==> config.mk <==
export PLATFORM = sky130hd
export DESIGN_NAME = euckr_to_sjis_code_remap_flat
export DESIGN_NICKNAME = d
export VERILOG_FILES = /design/src/rtl/core/euks_pkg.sv /design/src/rtl/core/euks_if.sv /design/src/rtl/core/euks_front.sv /design/src/rtl/core/euks_queue.sv /design/src/rtl/core/euks_back.sv /design/src/rtl/core/euckr_to_sjis_code_remap.sv /design/src/flat_wrapper.sv
export SDC_FILE = /design/constraint.sdc
export NUM_CORES = 1
export LEC_CHECK = 0
export BUFFER_PORTS_ARGS = -buffer_cell sky130_fd_sc_hd__buf_4
export CORE_AREA = 2 2 145 289
export DETAILED_ROUTE_END_ITERATION = 6
export DIE_AREA = 0 0 147 291
export PLACE_DENSITY = 0.42
export RECOVER_POWER = 100
export SLEW_MARGIN = 20
export SYNTH_ARGS = -nofsm -noshare
export SYNTH_HDL_FRONTEND = slang
export SYNTH_SLANG_ARGS = --single-unit
==> constraint.sdc <==
create_clock -name i_clk -period 15.6 [get_ports i_clk]
set_clock_uncertainty 0.05 [all_clocks]
set_input_delay 0.78 -clock i_clk [delete_from_list [all_inputs] [get_ports i_clk]]
set_output_delay 0.78 -clock i_clk [all_outputs]
set_load 0.02 [all_outputs]
==> src/rtl/core/euks_pkg.sv <==
// Shared types and constants of the Korean to Japanese double-byte code remapper.
package euks_pkg;

    localparam int C_VW = 15;
    localparam int C_QW = 7;
    localparam int C_QDEPTH_DEF = 4;

    localparam logic [7:0] C_HI_BASE  = 8'hA0;
    localparam logic [7:0] C_LEAD_MIN = 8'h81;
    localparam logic [7:0] C_LEAD_MAX = 8'hFE;

    localparam logic [7:0] C_EX0_HI = 8'hBE;
    localparam logic [7:0] C_EX0_LO = 8'hC6;
    localparam logic [7:0] C_EX1_HI = 8'hB7;
    localparam logic [7:0] C_EX1_LO = 8'hB8;
    localparam logic [7:0] C_EX2_HI = 8'hB8;
    localparam logic [7:0] C_EX2_LO = 8'hD5;
    localparam logic [7:0] C_SUB_HI  = 8'hA8;
    localparam logic [7:0] C_SUB0_LO = 8'hA1;
    localparam logic [7:0] C_SUB1_LO = 8'hA2;
    localparam logic [7:0] C_SUB2_LO = 8'hA3;

    localparam int C_ROW  = 160;
    localparam int C_BIAS = 95;

    localparam int C_GAP1_AT = 3074;
    localparam int C_GAP1    = 44;
    localparam int C_GAP2_AT = 4535;
    localparam int C_GAP2    = 12096;
    localparam int C_GAP3_AT = 18622;
    localparam int C_GAP3    = 466;
    localparam int C_VMAX    = 19450;

    // gap thresholds folded back onto the unshifted code
    localparam int C_RAW_T1  = C_GAP1_AT;
    localparam int C_RAW_T2  = C_GAP2_AT - C_GAP1;
    localparam int C_RAW_T3  = C_GAP3_AT - C_GAP1 - C_GAP2;
    localparam int C_RAW_MAX = C_VMAX - C_GAP1 - C_GAP2 - C_GAP3;

    localparam int C_DIV      = 189;
    localparam int C_RECIP_SH = 22;
    localparam int C_RECIP    = ((1 << C_RECIP_SH) + C_DIV - 1) / C_DIV;
    localparam int C_PW       = C_VW + 15;

    localparam logic [7:0] C_JH_BASE = 8'h88;
    localparam logic [7:0] C_JL_BASE = 8'h40;

    typedef logic [C_VW-1:0] t_val;

    typedef struct packed {
        logic is_pair;
        t_val val;
        logic end_mark;
    } t_cls_item;

endpackage

==> src/rtl/core/euks_if.sv <==
// Request channel interfaces for the input bytes and the converted bytes.
interface euks_in_if;
    logic       valid;
    logic       ready;
    logic [7:0] in_byte;
    logic       text_end;

    modport source (output valid, output in_byte, output text_end, input ready);
    modport sink (input valid, input in_byte, input text_end, output ready);
endinterface

interface euks_out_if;
    logic       valid;
    logic       ready;
    logic [7:0] out_byte;
    logic       run_last;
    logic       end_mark;

    modport source (output valid, output out_byte, output run_last, output end_mark,
                    input ready);
    modport sink (input valid, input out_byte, input run_last, input end_mark,
                  output ready);
endinterface

==> src/rtl/core/euks_front.sv <==
// Front end: lead byte tracking, pair classification and linear code computation.
module euks_front import euks_pkg::*; (
    input  logic      i_clk,
    input  logic      i_rst_n,
    euks_in_if.sink   i_in,
    input  logic      i_q_ready,
    output logic      o_wr_valid,
    output t_cls_item o_wr_item
);

    logic       r_pending, n_pending;
    logic [7:0] r_held, n_held;
    logic       w_acc;
    logic       w_is_lead;
    logic       w_pair_ok;
    logic [7:0] w_b;
    logic [7:0] w_hi, w_lo;
    logic [7:0] w_hi_d, w_lo_d;
    t_val       w_raw;

    assign i_in.ready = i_q_ready;

    always_comb begin
        w_b       = i_in.in_byte;
        w_acc     = i_in.valid && i_q_ready;
        w_is_lead = (w_b >= C_LEAD_MIN) && (w_b <= C_LEAD_MAX);
        w_pair_ok = (r_held >= C_HI_BASE) && (w_b >= C_HI_BASE);

        w_hi = r_held;
        w_lo = w_b;
        if (r_held == C_EX0_HI && w_b == C_EX0_LO) begin
            w_hi = C_SUB_HI;
            w_lo = C_SUB0_LO;
        end else if (r_held == C_EX1_HI && w_b == C_EX1_LO) begin
            w_hi = C_SUB_HI;
            w_lo = C_SUB1_LO;
        end else if (r_held == C_EX2_HI && w_b == C_EX2_LO) begin
            w_hi = C_SUB_HI;
            w_lo = C_SUB2_LO;
        end

        w_hi_d = w_hi - C_HI_BASE;
        w_lo_d = w_lo - C_HI_BASE;
        w_raw  = t_val'(w_hi_d[6:0]) * t_val'(C_ROW) + t_val'(w_lo_d[6:0]) + t_val'(C_BIAS);

        o_wr_valid         = w_acc && (r_pending ? w_pair_ok : !w_is_lead);
        o_wr_item.is_pair  = r_pending;
        o_wr_item.val      = r_pending ? w_raw : t_val'(w_b);
        o_wr_item.end_mark = i_in.text_end;

        n_pending = r_pending;
        n_held    = r_held;
        if (w_acc) begin
            if (r_pending) begin
                n_pending = 1'b0;
            end else if (w_is_lead && !i_in.text_end) begin
                n_pending = 1'b1;
                n_held    = w_b;
            end
        end
    end

    always_ff @(posedge i_clk) begin
        if (!i_rst_n) begin
            r_pending <= 1'b0;
        end else begin
            r_pending <= n_pending;
        end
    end

    always_ff @(posedge i_clk) begin
        r_held <= n_held;
    end

    a_held_is_lead: assert property (@(posedge i_clk) disable iff (!i_rst_n)
        r_pending |-> (r_held >= C_LEAD_MIN && r_held <= C_LEAD_MAX))
        else $error("held byte is not a lead byte");

    a_end_clears: assert property (@(posedge i_clk) disable iff (!i_rst_n)
        (w_acc && i_in.text_end) |=> !r_pending)
        else $error("lead byte held across text end");

    a_pair_consumes: assert property (@(posedge i_clk) disable iff (!i_rst_n)
        (w_acc && r_pending) |=> !r_pending)
        else $error("trail byte did not complete the pair");

endmodule

==> src/rtl/core/euks_queue.sv <==
// Short request queue between the front end and the back end.
module euks_queue import euks_pkg::*; #(
    parameter int P_DEPTH = C_QDEPTH_DEF
) (
    input  logic      i_clk,
    input  logic      i_rst_n,
    input  logic      i_wr_valid,
    input  t_cls_item i_wr_item,
    output logic      o_wr_ready,
    output logic      o_rd_valid,
    output t_cls_item o_rd_item,
    input  logic      i_rd_ready
);

    localparam int PW = (P_DEPTH > 1) ? $clog2(P_DEPTH) : 1;
    localparam int CW = $clog2(P_DEPTH + 1);

    t_cls_item         r_mem [P_DEPTH];
    logic [PW-1:0]     r_wp, n_wp;
    logic [PW-1:0]     r_rp, n_rp;
    logic [CW-1:0]     r_cnt, n_cnt;
    logic              w_push, w_pop;

    always_comb begin
        o_wr_ready = (r_cnt != CW'(P_DEPTH));
        o_rd_valid = (r_cnt != '0);
        o_rd_item  = r_mem[r_rp];
        w_push     = i_wr_valid && o_wr_ready;
        w_pop      = o_rd_valid && i_rd_ready;

        n_wp = r_wp;
        if (w_push) begin
            n_wp = (r_wp == PW'(P_DEPTH - 1)) ? '0 : r_wp + 1'b1;
        end
        n_rp = r_rp;
        if (w_pop) begin
            n_rp = (r_rp == PW'(P_DEPTH - 1)) ? '0 : r_rp + 1'b1;
        end
        n_cnt = r_cnt + CW'(w_push) - CW'(w_pop);
    end

    always_ff @(posedge i_clk) begin
        if (!i_rst_n) begin
            r_wp  <= '0;
            r_rp  <= '0;
            r_cnt <= '0;
        end else begin
            r_wp  <= n_wp;
            r_rp  <= n_rp;
            r_cnt <= n_cnt;
        end
    end

    always_ff @(posedge i_clk) begin
        if (w_push) begin
            r_mem[r_wp] <= i_wr_item;
        end
    end

    a_cnt_bound: assert property (@(posedge i_clk) disable iff (!i_rst_n)
        r_cnt <= CW'(P_DEPTH))
        else $error("queue count beyond depth");

    a_no_overrun: assert property (@(posedge i_clk) disable iff (!i_rst_n)
        i_wr_valid |-> o_wr_ready)
        else $error("front end pushed into a full queue");

    a_cnt_step: assert property (@(posedge i_clk) disable iff (!i_rst_n)
        (w_push && !w_pop) |=> (r_cnt == $past(r_cnt) + 1'b1))
        else $error("queue count lost a push");

endmodule

==> src/rtl/core/euks_back.sv <==
// Back end: gap shift and range drop, divide by 189, and byte serialization.
module euks_back import euks_pkg::*; (
    input  logic       i_clk,
    input  logic       i_rst_n,
    input  logic       i_rd_valid,
    input  t_cls_item  i_rd_item,
    output logic       o_rd_ready,
    euks_out_if.source o_out
);

    // gap stage
    logic            r_g_valid;
    t_cls_item       r_g;
    // divide stage
    logic            r_d_valid;
    logic [C_QW-1:0] r_d_q;
    t_cls_item       r_d;
    // output register
    logic            r_o_valid;
    logic            r_o_more;
    logic [7:0]      r_o_byte;
    logic [7:0]      r_o_lo;
    logic            r_o_end;

    logic            w_g_take, w_d_take, w_o_take;
    logic            w_keep;
    t_val            w_gap;
    t_val            w_rem;
    logic [C_PW-1:0] w_prod;

    always_comb begin
        w_o_take   = !r_o_valid || (o_out.ready && !r_o_more);
        w_d_take   = !r_d_valid || w_o_take;
        w_g_take   = !r_g_valid || w_d_take;
        o_rd_ready = w_g_take;

        if (i_rd_item.val > t_val'(C_RAW_T3)) begin
            w_gap = t_val'(C_GAP1 + C_GAP2 + C_GAP3);
        end else if (i_rd_item.val > t_val'(C_RAW_T2)) begin
            w_gap = t_val'(C_GAP1 + C_GAP2);
        end else if (i_rd_item.val > t_val'(C_RAW_T1)) begin
            w_gap = t_val'(C_GAP1);
        end else begin
            w_gap = '0;
        end
        w_keep = !i_rd_item.is_pair || (i_rd_item.val <= t_val'(C_RAW_MAX));

        w_prod = C_PW'(r_g.val) * C_PW'(C_RECIP);
        w_rem  = r_d.val - t_val'(r_d_q) * t_val'(C_DIV);

        o_out.valid    = r_o_valid;
        o_out.out_byte = r_o_byte;
        o_out.run_last = !r_o_more;
        o_out.end_mark = r_o_end;
    end

    always_ff @(posedge i_clk) begin
        if (!i_rst_n) begin
            r_g_valid <= 1'b0;
            r_d_valid <= 1'b0;
            r_o_valid <= 1'b0;
            r_o_more  <= 1'b0;
        end else begin
            if (w_g_take) begin
                r_g_valid <= i_rd_valid && w_keep;
            end
            if (w_d_take) begin
                r_d_valid <= r_g_valid;
            end
            if (w_o_take) begin
                r_o_valid <= r_d_valid;
                r_o_more  <= r_d_valid && r_d.is_pair;
            end else if (o_out.ready && r_o_more) begin
                r_o_more <= 1'b0;
            end
        end
    end

    always_ff @(posedge i_clk) begin
        if (w_g_take) begin
            r_g.is_pair  <= i_rd_item.is_pair;
            r_g.end_mark <= i_rd_item.end_mark;
            r_g.val      <= i_rd_item.is_pair ? i_rd_item.val + w_gap : i_rd_item.val;
        end
        if (w_d_take) begin
            r_d   <= r_g;
            r_d_q <= w_prod[C_RECIP_SH +: C_QW];
        end
        if (w_o_take) begin
            r_o_end  <= r_d.end_mark;
            r_o_byte <= r_d.is_pair ? 8'(r_d_q) + C_JH_BASE : r_d.val[7:0];
            r_o_lo   <= w_rem[7:0] + C_JL_BASE;
        end else if (o_out.ready && r_o_more) begin
            r_o_byte <= r_o_lo;
        end
    end

    a_more_needs_valid: assert property (@(posedge i_clk) disable iff (!i_rst_n)
        r_o_more |-> r_o_valid)
        else $error("second byte pending without a request");

    a_low_follows: assert property (@(posedge i_clk) disable iff (!i_rst_n)
        (r_o_valid && r_o_more && o_out.ready) |=> (r_o_valid && !r_o_more))
        else $error("low byte did not follow high byte");

    a_pair_in_range: assert property (@(posedge i_clk) disable iff (!i_rst_n)
        (r_g_valid && r_g.is_pair) |-> (r_g.val <= t_val'(C_VMAX)))
        else $error("out of range pair passed the gap stage");

endmodule

==> src/rtl/core/euckr_to_sjis_code_remap.sv <==
// Top level of the Korean double-byte to Japanese double-byte code remapper.
//
// Input channel i_in carries one text byte per request with text_end on the
// last byte of a text. Output channel o_out carries converted bytes: a single
// byte passes through as one request, a mapped pair gives two requests (high
// byte, then low byte, run_last on the second). Unmapped pairs and a lead
// byte that arrives with text_end give no request.
// The request that completes an output byte passes through the queue, the
// gap stage, the divide stage and the output register, in that order.
// Throughput: one input byte per cycle while the queue has room; the output
// register sends one byte per cycle while o_out.ready is high, so a single
// byte or a whole pair keeps pace with its inputs. i_in.ready drops only when
// the P_QDEPTH entry queue is full, which happens only while the receiver
// holds o_out.ready low; the back end then holds its stages and the front end
// keeps filling the queue. Reset (synchronous, i_rst_n low) drops any held
// lead byte and empties the queue and all stages.
module euckr_to_sjis_code_remap import euks_pkg::*; #(
    parameter int P_QDEPTH = C_QDEPTH_DEF
) (
    input  logic       i_clk,
    input  logic       i_rst_n,
    euks_in_if.sink    i_in,
    euks_out_if.source o_out
);

    logic      w_wr_valid;
    logic      w_wr_ready;
    t_cls_item w_wr_item;
    logic      w_rd_valid;
    logic      w_rd_ready;
    t_cls_item w_rd_item;

    euks_front u_front (
        .i_clk      (i_clk),
        .i_rst_n    (i_rst_n),
        .i_in       (i_in),
        .i_q_ready  (w_wr_ready),
        .o_wr_valid (w_wr_valid),
        .o_wr_item  (w_wr_item)
    );

    euks_queue #(
        .P_DEPTH (P_QDEPTH)
    ) u_queue (
        .i_clk      (i_clk),
        .i_rst_n    (i_rst_n),
        .i_wr_valid (w_wr_valid),
        .i_wr_item  (w_wr_item),
        .o_wr_ready (w_wr_ready),
        .o_rd_valid (w_rd_valid),
        .o_rd_item  (w_rd_item),
        .i_rd_ready (w_rd_ready)
    );

    euks_back u_back (
        .i_clk      (i_clk),
        .i_rst_n    (i_rst_n),
        .i_rd_valid (w_rd_valid),
        .i_rd_item  (w_rd_item),
        .o_rd_ready (w_rd_ready),
        .o_out      (o_out)
    );

endmodule

==> src/flat_wrapper.sv <==
// flat-port wrapper written by rule: the top's interface ports become plain ports
module euckr_to_sjis_code_remap_flat import euks_pkg::*;
#(
    parameter int P_QDEPTH = C_QDEPTH_DEF
)
  (i_clk, i_rst_n, i_in_valid, i_in_in_byte, i_in_text_end, i_in_ready, o_out_valid, o_out_out_byte, o_out_run_last, o_out_end_mark, o_out_ready);
  euks_in_if i_in_i ();
  euks_out_if o_out_i ();
  input  logic i_clk;
  input  logic i_rst_n;
  input wire logic [$bits(i_in_i.valid)-1:0] i_in_valid;
  input wire logic [$bits(i_in_i.in_byte)-1:0] i_in_in_byte;
  input wire logic [$bits(i_in_i.text_end)-1:0] i_in_text_end;
  output wire logic [$bits(i_in_i.ready)-1:0] i_in_ready;
  output wire logic [$bits(o_out_i.valid)-1:0] o_out_valid;
  output wire logic [$bits(o_out_i.out_byte)-1:0] o_out_out_byte;
  output wire logic [$bits(o_out_i.run_last)-1:0] o_out_run_last;
  output wire logic [$bits(o_out_i.end_mark)-1:0] o_out_end_mark;
  input wire logic [$bits(o_out_i.ready)-1:0] o_out_ready;
  assign i_in_i.valid = i_in_valid;
  assign i_in_i.in_byte = i_in_in_byte;
  assign i_in_i.text_end = i_in_text_end;
  assign i_in_ready = i_in_i.ready;
  assign o_out_valid = o_out_i.valid;
  assign o_out_out_byte = o_out_i.out_byte;
  assign o_out_run_last = o_out_i.run_last;
  assign o_out_end_mark = o_out_i.end_mark;
  assign o_out_i.ready = o_out_ready;
  euckr_to_sjis_code_remap #(.P_QDEPTH(P_QDEPTH)) u_core (.i_clk(i_clk), .i_rst_n(i_rst_n), .i_in(i_in_i), .o_out(o_out_i));
endmodule
; ---- After elaboration in Yosys (flattened, before gate mapping)
; Memory sizes are Yosys's and may differ from the RTL's. A register that Yosys moved wholly into a read port is not among the register bits.
; Index checks and enable logic that the tools add are counted.
[word_totals]
input_bits = 13
word_cells = 106
mem_count = 1
mem_bits_rw = 68
regBits = 71
[classes]
add_sub_neg = 12
muxes = 25
n_bitwise = 1
n_eq_ne = 9
order_cmp = 8
multipliers = 3
n_reduce_logical = 28
[memory_table]
columns = memory, depth, word_bits, read_ports, rd_ports_with_merged_regs, wr, line_no
row1 = u_core.u_queue.r_mem, 4, 17, 1, 1, 1, euks_queue.sv:18  ; t_cls_item r_mem [P_DEPTH];
[op_table]
columns = operator, n
row1 = $eq A8 B8 Y1 const B, 6
row2 = $mux W7, 6
row3 = $gt A15 B13 Y1 const B, 2
row4 = $mux W15, 2
row5 = $mul A15 B15 Y29 const B, 1
row6 = $mux W14, 2
row7 = $ge A8 B8 Y1 const B, 3
row8 = $mux W8, 3
row9 = $add A15 B15 Y15, 1
row10 = $add A15 B7 Y15, 1
row11 = $add A15 B7 Y15 const B, 1
row12 = $gt A15 B12 Y1 const B, 1
row13 = $le A15 B13 Y1 const B, 1
row14 = $logic_and A1 B1 Y1, 14
row15 = $sub A7 B6 Y7 const B, 2
row16 = $mul A7 B3 Y10 const B, 1
row17 = $add A7 B8 Y8 const B, 1
row18 = $add A8 B7 Y8 const B, 1
row19 = $le A8 B8 Y1 const B, 1
row20 = $mul A7 B8 Y8 const B, 1
row21 = $mux W2, 4
row22 = $sub A8 B8 Y8, 1
row23 = $logic_not A1 Y1, 7
row24 = $mux W1, 7
row25 = other kinds (11), 16

; ---- Logic depth before layout (Yosys ltp)
; Gate-level depths: netlist of the first run.
[logic_depth]
depth_word = 10
depth_mapped = 18
ltp_nobuf = 17

; ---- Hierarchy
; Synthesis of the first run repeated with hierarchy kept, for this count alone.
[unflattened]
hier_cells = 968
area_unflattened_um2 = 11581.1
[modules_own_cells]
columns = mod, n_inst, cells_per_inst, area_each_um2
row1 = euks_back, 1, 647, 7156.9
row2 = euks_queue, 1, 141, 2936.6
row3 = euks_front, 1, 180, 1487.7

; ---- Worst setup path after synthesis of the first run
; OpenSTA, ideal clock, no wires.
[synth_timing]
path_kind = reg-to-reg
from = register u_core.u_back.r_g[10] (netlist bit)
to = register u_core.u_back.r_d_q[0], data pin
period_less_slack_ns = 4.996
slack_ns = 10.604
setup_ns = 0.195
required_time_ns = 15.355
path_stages_with_launch = 16
arrival_ns = 4.751
n_path_buf = 0
cell_sequence = edfxtp_1 ha_1 inv_1 fa_1 inv_1 fa_1 fa_1 fa_1 ha_1 ha_1 a21o_1 a21o_1 a21oi_1 a31oi_1 or4b_2 o311ai_0
[synth_via]
elab_chain_cells = 1
[synth_rtl]
columns = item, line_no
row1 = from (decl), euks_back.sv:13  ; t_cls_item r_g;
row2 = $mul A15 B15 Y29, euks_back.sv:48  ; w_prod = C_PW'(r_g.val) * C_PW'(C_RECIP);
row3 = named net u_core.u_back.w_prod[22], euks_back.sv:29  ; logic [C_PW-1:0] w_prod;
row4 = to (signal assigned), euks_back.sv:87  ; r_d_q <= w_prod[C_RECIP_SH +: C_QW];
row5 = to (decl), euks_back.sv:16  ; logic [C_QW-1:0] r_d_q;
; The timed path passes the listed nets, and every way through them passes these cells.
; A chain may end at the register's enable or synchronous reset.

; ---- Worst setup path in the final report of the first run
; Ends and elaborated chain as after synthesis.

==> results of run 1 <==
-- flip-flops by register name, indices dropped and copies added (netlist names), named ones only --
register	count
u_core.u_front.r_pending	1
u_core.u_queue.r_cnt	3
u_core.u_back.r_o_more	1
u_core.u_back.r_d	10
u_core.u_back.r_d_q	7
u_core.u_queue.r_mem	68
u_core.u_queue.r_wp	2
u_core.u_back.o_out.valid	1
u_core.u_back.o_out.out_byte	8
u_core.u_queue.r_rp	2
u_core.u_back.r_g_valid	1
u_core.u_back.r_d_valid	1
u_core.u_back.r_g	17
u_core.u_back.r_o_lo	8
u_core.u_front.r_held	8
u_core.u_back.o_out.end_mark	1
-- path summary, 6_finish.rpt --
path	startpoint	to
worst max-delay path	u_core.u_back.r_g[10]	u_core.u_back.r_d_q[0]
worst max register to register	u_core.u_back.r_g[10]	u_core.u_back.r_d_q[0]
worst min-delay path	u_core.u_back.r_g[16]	u_core.u_back.r_d[16]
worst min register to register	u_core.u_back.r_g[16]	u_core.u_back.r_d[16]
-- final cells by class --
| class | count | area (µm²) |
|---|---|---|
| clock buffer | 18 | 429 |
| clock inverter | 14 | 158 |
| fill | 4234 | 27800 |
| inverter | 133 | 499 |
| multi-input combinational | 696 | 6930 |
| sequential | 141 | 4090 |
| tap | 535 | 669 |
| timing repair buffer | 28 | 120 |
-- per-stage QoR --
step                      worst slack, ns  std cells
after floorplan                     10.60        987
after global placement              10.10       1533
after detailed placement            10.12       1533
after CTS                           10.10       1565
after global routing                 9.85       1565
final                               10.10       1565
-- cells by family after synthesis --
kind of cell,Yosys count
AO/OA/AOI/OAI,158
multiplexers,34
adder cells (fa/ha/maj),265
AND/OR/NAND/NOR,195
XOR/XNOR,44
flip-flops,141
buffers and inverters,150
-- synth_stat cells (all sizes together), types with 4 or more instances --
master,instances,area [µm²]
and4,4,35.0
nor4,4,25.0
or3,8,50.1
nand2,48,183
o311ai,4,35.0
dfxtp,14,280
inv,133,499
nor2b,7,43.8
o21a,5,37.5
xnor2,33,289
fa,80,1600
or2,6,40.0
a31oi,6,37.5
mux4,16,375
buf,5,45.0
nand2b,5,31.3
clkbuf,12,65.1
xor2,11,96.3
a21oi,43,215
mux2,7,78.8
a21o,25,188
ha,185,2310
nor3,17,95.1
o21ai,36,180
nand3,19,95.1
edfxtp,127,3810
nor2,32,120
and2,15,96.4
nand4,10,62.6
o31ai,6,45.0
mux2i,11,110
o21bai,10,78.8
-- cell usage in the layout (no fill, tap or decap), types with 8 or more instances in the layout --
cell and count:
a21oi_1 43, inv_1 133, fa_1 80, nand3_1 19, xor2_1 11, nand4_1 10, nand2_1 47, dfxtp_1 14
nor2_1 32, mux4_2 12, mux2i_1 11, a21o_1 25, xnor2_1 33, edfxtp_1 127, clkbuf_1 25, or3_1 8
clkbuf_16 17, ha_1 185, o21bai_1 10, nor3_1 16, o21ai_0 35
-- layer usage --
metal | routed length, µm | global-route usage (%) | part of all wire (%) | up-vias
li1 | - | - | - | 3594
met1 | 12100 | 16.8 | 48 | 3657
met2 | 12100 | 20.2 | 48 | 83
met3 | 514 | 1.82 | 2.0 | 23
met4 | 420 | 3.85 | 1.7 | 0
met5 | 0 | 0 | 0 | -
==> out/qor.tcl, run 1 <==
set qor(drv_slew) 8
set qor(detail_route.wl_per_cell_um) 16.1
set qor(die-width_um) 147
set qor(rows) 105
set qor(clk-insertion-delay-late_ns) 0.44
set qor(synth_seq_area_share_pct) 35.1
set qor(syn-mean-instance-area_um2) 11.8
set qor(aggregate_global_routing_overflow) 0
set qor(slew_headroom_pct) -12.6
set qor(via_count_of_the_first_global_routing_pass) 7590
set qor(layout.cell_area.non_filler_um2) 12900
set qor(synth_nets) 1265
set qor(utilization_pct) 31.7
set qor(cts_tree) {built}
set qor(worstRegToRegCells) 15
set qor(worstSetupPathType) {flip-flop to flip-flop}
set qor(ctsRootBufferMaster) {clkbuf_16}
set qor(final.period_utilization_pct) 35.2
set qor(synth_area_um2) 11600
set qor(synthSimpleGateAreaFrac_pct) 9.01
set qor(synthMuxAreaShare_pct) 4.84
set qor(io_buffers) 24
set qor(drt_wl_total_um) 25100
set qor(post_synth_xor_area_fraction_pct) 3.31
set qor(critical_path_peak_fanout) 6
set qor(timing.final.hold_violations) 0
set qor(tightest_slew_ns) 1.65
set qor(detail_route.iter0.violations) 310
set qor(ctsResizeCount) 0
set qor(number_of_design_rule_violations_left_after_detail_routing) 0
set qor(crit_cells) 15
set qor(floorplan.initialDensity_pct) 28.6
set qor(tritoncts.num_buffers) 17
set qor(min_delay_path_depth) 0
set qor(rsz0062_at_grt) {no}
set qor(critPathMaxStageDelay_ns) 0.66
set qor(detailed_place_hpwl_um) 20200
set qor(globalplace.congestion) 0.811
set qor(synth-edff-count) 127
set qor(yosys_most_used_dff) {edfxtp_1}
set qor(post_drt_via_cell_ratio) 4.70
set qor(family_with_the_most_delay_on_the_worst_path) {adder cells}
set qor(clock_tree.buffer_depth) 2
set qor(detail_route.first_pass.iterations) 4
set qor(syn_inst) 987
set qor(timing.setup.tns_ns) 0
set qor(numClockSinks) 141
set qor(grt_usage_pct) 12.3
set qor(fin_crit_ns) 5.50
set qor(cpMostUsedCell) {fa_1}
set qor(critical_path_buf_inv_count) 2
set qor(max-cap-violations) 1
set qor(largest_net_degree_at_the_start_of_global_routing) 24
set qor(post_layout_net_count) 1295
set qor(synth_seq_cells) 141
set qor(cts_setup_buffers) 0
set qor(synth_adder_area_share_pct) 33.6
set qor(required_ns) 15.72
set qor(grt_first_pass_wirelength_um) 40900
set qor(routed-via-count) 7357
set qor(yosys_warnings) 0
set qor(area_delta_synth_final_pct) 10.7
set qor(hold-worst-slack_ns) 0.381
set qor(status) {complete, but fails checks}
set qor(n_antenna_cell) 0
set qor(htree_num_levels) 4
set qor(die_h_um) 291
set qor(worst_path_arrival_ns) 5.62
set qor(netlist-cell-type-count) 74
set qor(clkSlewWorstSetupHoldPaths_ns) 0.06
set qor(postCtsHoldBufs) 0
set qor(violations_in_the_final_reports) {max-capacitance violations, max-slew violations}
set qor(r2r_setup_slack_ns) 10.10
set qor(fraction_of_final_layout_cells_sized_beyond_drive_strength_1_pct) 5.73
set qor(placed_cell_area_um2) 12400
set qor(setup_viol) 0
set qor(floorplan.io_pins) 25
set qor(hold_path.class) {flip-flop to flip-flop}
set qor(crit_slowest_cell) {or4b_2}
set qor(final_antenna_net_count) 0
set qor(clock.fmax_mhz) 182
set qor(synth_area_in_compound_gates_pct) 8.84
set qor(placeableCoreArea_um2) 40700
set qor(postSynth.asyncResetShare_pct) 0
set qor(fp.dieArea_um2) 42800
set qor(end_kind) {flip-flop}
set qor(worst_setup_path_start_kind) {flip-flop}
set qor(antenna_found_initial) 0
set qor(synth_top_family_by_area) {adder cells}
set qor(path_cells) {ha_1 > inv_1 > fa_1 > inv_1 > fa_1 > fa_1 > fa_1 > ha_1 > ha_1 > a21o_1 > a21o_1 > a21oi_1 > a31oi_1 > or4b_2 > o311ai_0}
Power of run 1 is left out: the tool's default activity adds up to more than one toggle a clock period on the data nets, which glitch-free logic cannot reach.
==> run 2: changes to the inputs <==
clock period = 5.11 ns   (was 15.6 ns; I/O delays follow)
==> out/qor.tcl, run 2 (synthesis gave the netlist of run 1 again) <==
set qor(required_ns) 5.25 ;# was 15.72 ns
set qor(globalplace.congestion) 0.836 ;# was 0.811
set qor(largest-register) {u_core.u_queue.r_mem} ;# unchanged
set qor(antenna_found_initial) 0 ;# unchanged
set qor(io_buffers) 24 ;# unchanged
set qor(grt_usage_pct) 12.6 ;# was 12.3%
set qor(final_common_cell) {ha_1} ;# unchanged
set qor(clkSlewWorstSetupHoldPaths_ns) 0.07 ;# was 0.06 ns
set qor(grt_use_met1_pct) 17.3 ;# was 16.8%
set qor(largest_net_degree_at_the_start_of_global_routing) 24 ;# unchanged
set qor(clock_tree.buffer_depth) 2 ;# unchanged
set qor(clk-insertion-delay-late_ns) 0.45 ;# was 0.44 ns
set qor(floorplan.initialDensity_pct) 28.6 ;# unchanged
set qor(tightest_slew_ns) 1.02 ;# was 1.65 ns
set qor(final.period_utilization_pct) 96.8 ;# was 35.2%
set qor(status) {finished clean} ;# was complete, but fails checks
set qor(floorplan.io_pins) 25 ;# unchanged
set qor(fin_crit_ns) 4.95 ;# was 5.50 ns
set qor(n_antenna_cell) 0 ;# unchanged
set qor(crit_cells) 15 ;# unchanged
set qor(worst_path_arrival_ns) 5.09 ;# was 5.62 ns
set qor(die_h_um) 291 ;# unchanged
set qor(drv_slew) 0 ;# was 8
set qor(detail_route.iter0.violations) 364 ;# was 310
set qor(largestRegisters) {u_core.u_queue.r_mem x68, u_core.u_back.r_g x17, u_core.u_back.r_d x10} ;# unchanged
set qor(timing.final.hold_violations) 0 ;# unchanged
set qor(max_ffs_per_register) 68 ;# unchanged
set qor(fill_cells) 4102 ;# was 4234
set qor(grt.met2_usage_pct) 20.5 ;# was 20.2%
set qor(post_drt_via_cell_ratio) 4.65 ;# was 4.70
set qor(family_with_the_most_delay_on_the_worst_path) {adder cells} ;# unchanged
set qor(grt.met3_usage_pct) 2.32 ;# was 1.82%
set qor(mostFrequentLayoutCells) {ha_1 (171), inv_1 (133), edfxtp_1 (127)} ;# was ha_1 (185), inv_1 (133), edfxtp_1 (127)
set qor(min_delay_path_depth) 4 ;# was 0
set qor(cpMostUsedCell) {fa_1} ;# unchanged
set qor(cts_tree) {built} ;# unchanged
set qor(worstSetupPathType) {flip-flop to flip-flop} ;# unchanged
set qor(detail_route.first_pass.iterations) 4 ;# unchanged
set qor(number_of_design_rule_violations_left_after_detail_routing) 0 ;# unchanged
set qor(routed-via-count) 7569 ;# was 7357
set qor(fraction_of_final_layout_cells_sized_beyond_drive_strength_1_pct) 15.3 ;# was 5.73%
set qor(grt_peak_use_layer) {met2} ;# unchanged
set qor(area_delta_synth_final_pct) 18.2 ;# was 10.7%
set qor(post_layout_net_count) 1358 ;# was 1295
set qor(max-cap-violations) 0 ;# was 1
set qor(hold_path.class) {input port to flip-flop} ;# was flip-flop to flip-flop
set qor(via_count_of_the_first_global_routing_pass) 7841 ;# was 7590
set qor(drt_wl_total_um) 26000 ;# was 25100 µm
set qor(critical_path_peak_fanout) 4 ;# was 6
set qor(path_cells) {buf_4 > ha_1 > fa_2 > fa_1 > fa_1 > fa_1 > ha_1 > ha_4 > nand4_1 > o31ai_1 > a41oi_1 > buf_4 > nor3_4 > o211a_1 > nor3_2} ;# was ha_1 > inv_1 > fa_1 > inv_1 > fa_1 > fa_1 > fa_1 > ha_1 > ha_1 > a21o_1 > a21o_1 > a21oi_1 > a31oi_1 > or4b_2 > o311ai_0
set qor(r2r_setup_slack_ns) 0.16 ;# was 10.10 ns
set qor(final_antenna_net_count) 0 ;# unchanged
set qor(placeableCoreArea_um2) 40700 ;# unchanged
set qor(worstRegToRegCells) 15 ;# unchanged
set qor(crit_slowest_cell) {fa_2} ;# was or4b_2
set qor(critical_path_buf_inv_count) 2 ;# unchanged
set qor(tritoncts.num_buffers) 17 ;# unchanged
set qor(htree_num_levels) 4 ;# unchanged
set qor(numClockSinks) 141 ;# unchanged
set qor(utilization_pct) 33.8 ;# was 31.7%
set qor(setup_viol) 0 ;# unchanged
set qor(grt_first_pass_wirelength_um) 42100 ;# was 40900 µm
set qor(rows) 105 ;# unchanged
set qor(slew_headroom_pct) 31.8 ;# was -12.6%
set qor(ctsRootBufferMaster) {clkbuf_16} ;# unchanged
set qor(clock.fmax_mhz) 202 ;# was 182 MHz
set qor(worst_setup_path_start_kind) {flip-flop} ;# unchanged
set qor(fp.dieArea_um2) 42800 ;# unchanged
set qor(detailed_place_hpwl_um) 20800 ;# was 20200 µm
set qor(detail_route.wl_per_cell_um) 16.0 ;# was 16.1 µm
set qor(end_kind) {flip-flop} ;# unchanged
set qor(die-width_um) 147 ;# unchanged
set qor(critPathMaxStageDelay_ns) 0.57 ;# was 0.66 ns
set qor(aggregate_global_routing_overflow) 0 ;# unchanged
run 2: cell types whose count changed in the layout (fill, tap and decap cells not counted), sizes merged:
cell	previous run	this run
clkinvlp	4	2
clkbuf	43	30
clkinv	3	4
dlygate4sd3	0	9
buf	3	70
inv	138	139
run 2: layout make-up:
cell class	instances	area [µm²]	area share (%)
repair buffers	91	677	4.92
flip-flops and latches	141	4090	29.7
inverters	133	499	3.63
multi-input cells	696	7210	52.4
clock buffers	18	439	3.19
clock inverters	14	178	1.29
well taps	535	669	4.86
run 2: what timing repair did:
item / in CTS / in global routing
pin swaps: 6 / 21
setup buffers: 3 / 4
hold endpoints to repair: 12 / 0
hold buffers: 9 / 0
endpoints found under the setup margin: 1 / 7
resized for setup: 8 / 29
run 2: per-layer routing:
| metal | vias up | wire length (µm) | share of wire [%] |
|---|---|---|---|
| li1 | 3733 | - | - |
| met1 | 3721 | 12300 | 47 |
| met2 | 95 | 12700 | 49 |
| met3 | 20 | 729 | 2.8 |
| met4 | 0 | 332 | 1.3 |
| met5 | - | 0 | 0 |
run 2: worst min-delay path, stage by stage:
cell and delay [ns]:
buf_4 0.08, inv_1 0.04, nand3_1 0.06, a21oi_1 0.05
run 2: final timing paths:
check | from | to
max | u_core.u_back.r_g[8] | u_core.u_back.r_d_q[6]
min | o_out_ready | u_core.u_back.r_o_more
max reg2reg | u_core.u_back.r_g[8] | u_core.u_back.r_d_q[6]
min reg2reg | u_core.u_back.r_g[16] | u_core.u_back.r_d[16]
run 2: per-stage QoR:
step / worst slack (ns) / setup TNS [ns] / instances / hold WS [ns] / cell area (µm²)
5_1_grt: -0.0157 / -0.0362 / 1628 / 0.0778 / 13800
3_5_place_dp: -0.162 / -0.162 / 1580 / 0.363 / 12800
6_report: 0.165 / 0 / 1628 / 0.0622 / 13800
3_3_place_gp: -0.0959 / -0.0959 / 1580 / 0.360 / 12800
2_1_floorplan: 0.114 / 0 / 987 / 0.304 / 11600
4_1_cts: -0.00497 / -0.00497 / 1624 / 0.00659 / 13600
Power of run 2 is left out for the same reason.
==> run 3: changes to the inputs <==
CORE_AREA = 2 2 204 206   (was 2 2 145 289)
DIE_AREA = 0 0 206 208   (was 0 0 147 291)
==> out/qor.tcl, run 3 (synthesis gave the netlist of run 1 again) <==
set qor(drv_slew) 0 ;# unchanged
set qor(slew_headroom_pct) 6.71 ;# was 31.8%
set qor(floorplan.initialDensity_pct) 28.7 ;# was 28.6%
set qor(status) {finished clean} ;# unchanged
set qor(rows) 74 ;# was 105
set qor(largest-register) {u_core.u_queue.r_mem} ;# unchanged
set qor(via_count_of_the_first_global_routing_pass) 7992 ;# was 7841
set qor(post_layout_net_count) 1364 ;# was 1358
set qor(antenna_found_initial) 0 ;# unchanged
set qor(timing.final.hold_violations) 0 ;# unchanged
set qor(area_delta_synth_final_pct) 18.4 ;# was 18.2%
set qor(crit_slowest_cell) {fa_2} ;# unchanged
set qor(floorplan.io_pins) 25 ;# unchanged
set qor(clk-insertion-delay-late_ns) 0.43 ;# was 0.45 ns
set qor(worst_min_delay_path_startpoint) {o_out_ready} ;# unchanged
set qor(placeableCoreArea_um2) 40600 ;# was 40700 µm²
set qor(timing.setup.tns_ns) 0 ;# unchanged
set qor(path_cells) {ha_1 > inv_1 > fa_1 > inv_1 > fa_1 > fa_1 > fa_2 > ha_4 > ha_4 > nand2_1 > nor2_1 > o311ai_1 > a31oi_1 > nor2_1 > o311ai_1 > buf_4} ;# was buf_4 > ha_1 > fa_2 > fa_1 > fa_1 > fa_1 > ha_1 > ha_4 > nand4_1 > o31ai_1 > a41oi_1 > buf_4 > nor3_4 > o211a_1 > nor3_2
set qor(htree_num_levels) 4 ;# unchanged
set qor(cts_tree) {built} ;# unchanged
set qor(end_kind) {flip-flop} ;# unchanged
set qor(tightest_slew_ns) 1.40 ;# was 1.02 ns
set qor(drt_wl_total_um) 26500 ;# was 26000 µm
set qor(worst_setup_path_start_kind) {flip-flop} ;# unchanged
set qor(worst_r2r_startpoint) {u_core.u_back.r_g[9]} ;# was u_core.u_back.r_g[8]
set qor(final_common_cell) {ha_1} ;# unchanged
set qor(io_buffers) 24 ;# unchanged
set qor(clock_tree.buffer_depth) 2 ;# unchanged
set qor(detailed_place_hpwl_um) 21200 ;# was 20800 µm
set qor(clock.fmax_mhz) 203 ;# was 202 MHz
set qor(fin_crit_ns) 4.92 ;# was 4.95 ns
set qor(crit_start) {u_core.u_back.r_g[9]} ;# was u_core.u_back.r_g[8]
set qor(mostFrequentLayoutCells) {ha_1 (164), inv_1 (133), edfxtp_1 (127)} ;# was ha_1 (171), inv_1 (133), edfxtp_1 (127)
set qor(numClockSinks) 141 ;# unchanged
set qor(final.period_utilization_pct) 96.3 ;# was 96.8%
set qor(fin_ws_ns) 0.191 ;# was 0.165 ns
set qor(grt_usage_pct) 12.9 ;# was 12.6%
set qor(dp_worst_setup_slack_ns) -0.101 ;# was -0.162 ns
set qor(clkSlewWorstSetupHoldPaths_ns) 0.07 ;# about the same
set qor(routed-via-count) 7549 ;# was 7569
set qor(largest_net_degree_at_the_start_of_global_routing) 24 ;# unchanged
set qor(worstSetupPathType) {flip-flop to flip-flop} ;# unchanged
set qor(critPathMaxStageDelay_ns) 0.61 ;# was 0.57 ns
set qor(setup_viol) 0 ;# unchanged
set qor(die_h_um) 208 ;# was 291 µm
set qor(worst_path_arrival_ns) 5.17 ;# was 5.09 ns
set qor(grt_first_pass_wirelength_um) 43100 ;# was 42100 µm
set qor(ctsRootBufferMaster) {clkbuf_16} ;# unchanged
set qor(hold_path.class) {input port to flip-flop} ;# unchanged
set qor(required_ns) 5.36 ;# was 5.25 ns
set qor(detail_route.first_pass.iterations) 4 ;# unchanged
set qor(fill_cells) 4094 ;# was 4102
set qor(max-cap-violations) 0 ;# unchanged
set qor(detail_route.wl_per_cell_um) 16.3 ;# was 16.0 µm
set qor(fp.dieArea_um2) 42800 ;# about the same
set qor(post_drt_via_cell_ratio) 4.63 ;# was 4.65
set qor(die-width_um) 206 ;# was 147 µm
set qor(cpMostUsedCell) {fa_1} ;# unchanged
set qor(largestRegisters) {u_core.u_queue.r_mem x68, u_core.u_back.r_g x17, u_core.u_back.r_d x10} ;# unchanged
set qor(aggregate_global_routing_overflow) 0 ;# unchanged
set qor(number_of_design_rule_violations_left_after_detail_routing) 0 ;# unchanged
set qor(final_antenna_net_count) 0 ;# unchanged
set qor(n_antenna_cell) 0 ;# unchanged
set qor(fraction_of_final_layout_cells_sized_beyond_drive_strength_1_pct) 15.1 ;# was 15.3%
set qor(max_ffs_per_register) 68 ;# unchanged
set qor(detail_route.iter0.violations) 327 ;# was 364
set qor(tritoncts.num_buffers) 17 ;# unchanged
set qor(critical_path_peak_fanout) 4 ;# unchanged
set qor(globalplace.congestion) 0.825 ;# was 0.836
[run 3: layer usage]
| metal | routed length [µm] | track usage, % | share of wire (%) |
|---|---|---|---|
| met1 | 12400 | 16.7 | 47 |
| met2 | 13000 | 22.4 | 49 |
| met3 | 590 | 2.16 | 2.2 |
| met4 | 522 | 3.23 | 2.0 |
| met5 | 0 | 0 | 0 |
[run 3: cell type report]
type	count	area [µm²]	share of cell area (%)
tap	532	666	4.83
clock inverter	14	159	1.15
timing repair buffer	97	646	4.68
inverter	133	499	3.62
sequential	141	4090	29.7
clock buffer	18	439	3.18
multi-input combinational	696	7290	52.8
[run 3: through the flow]
step	area [µm²]	std cells	utilization (%)	hold WS [ns]
after floorplan	11600	987	-	0.304
after global placement	12800	1583	31.6	0.356
after detailed placement	12800	1583	31.6	0.364
after CTS	13500	1623	33.4	0.000425
after global routing	13800	1631	34.0	0.0828
final	13800	1631	34.0	0.0621
[run 3: final timing paths]
check | cells past startpoint | slack (ns) | end
worst min-delay path | 4 | 0.06 | u_core.u_back.r_o_more
worst max register to register | 16 | 0.19 | u_core.u_back.r_d_q[4]
worst max-delay path | 16 | 0.19 | u_core.u_back.r_d_q[4]
worst min register to register | 0 | 0.37 | u_core.u_back.r_d[16]
[run 3: critical path, delay by kind of cell (launching register included)]
family	cells	cell delay, ns
AOI/OAI and AO/OA	3	0.78
buffers and inverters	3	0.28
DFF	1	0.47
adders and majority gates	7	2.89
and+or+nand+nor	3	0.31
[run 3: repair_timing]
action	CTS	global route
setup endpoints to repair	4	7
hold buffers	3	0
setup buffers	5	8
pin swaps	7	26
endpoints found under the hold margin	6	0
resized for setup	11	37
Power of run 3 is left out for the same reason.
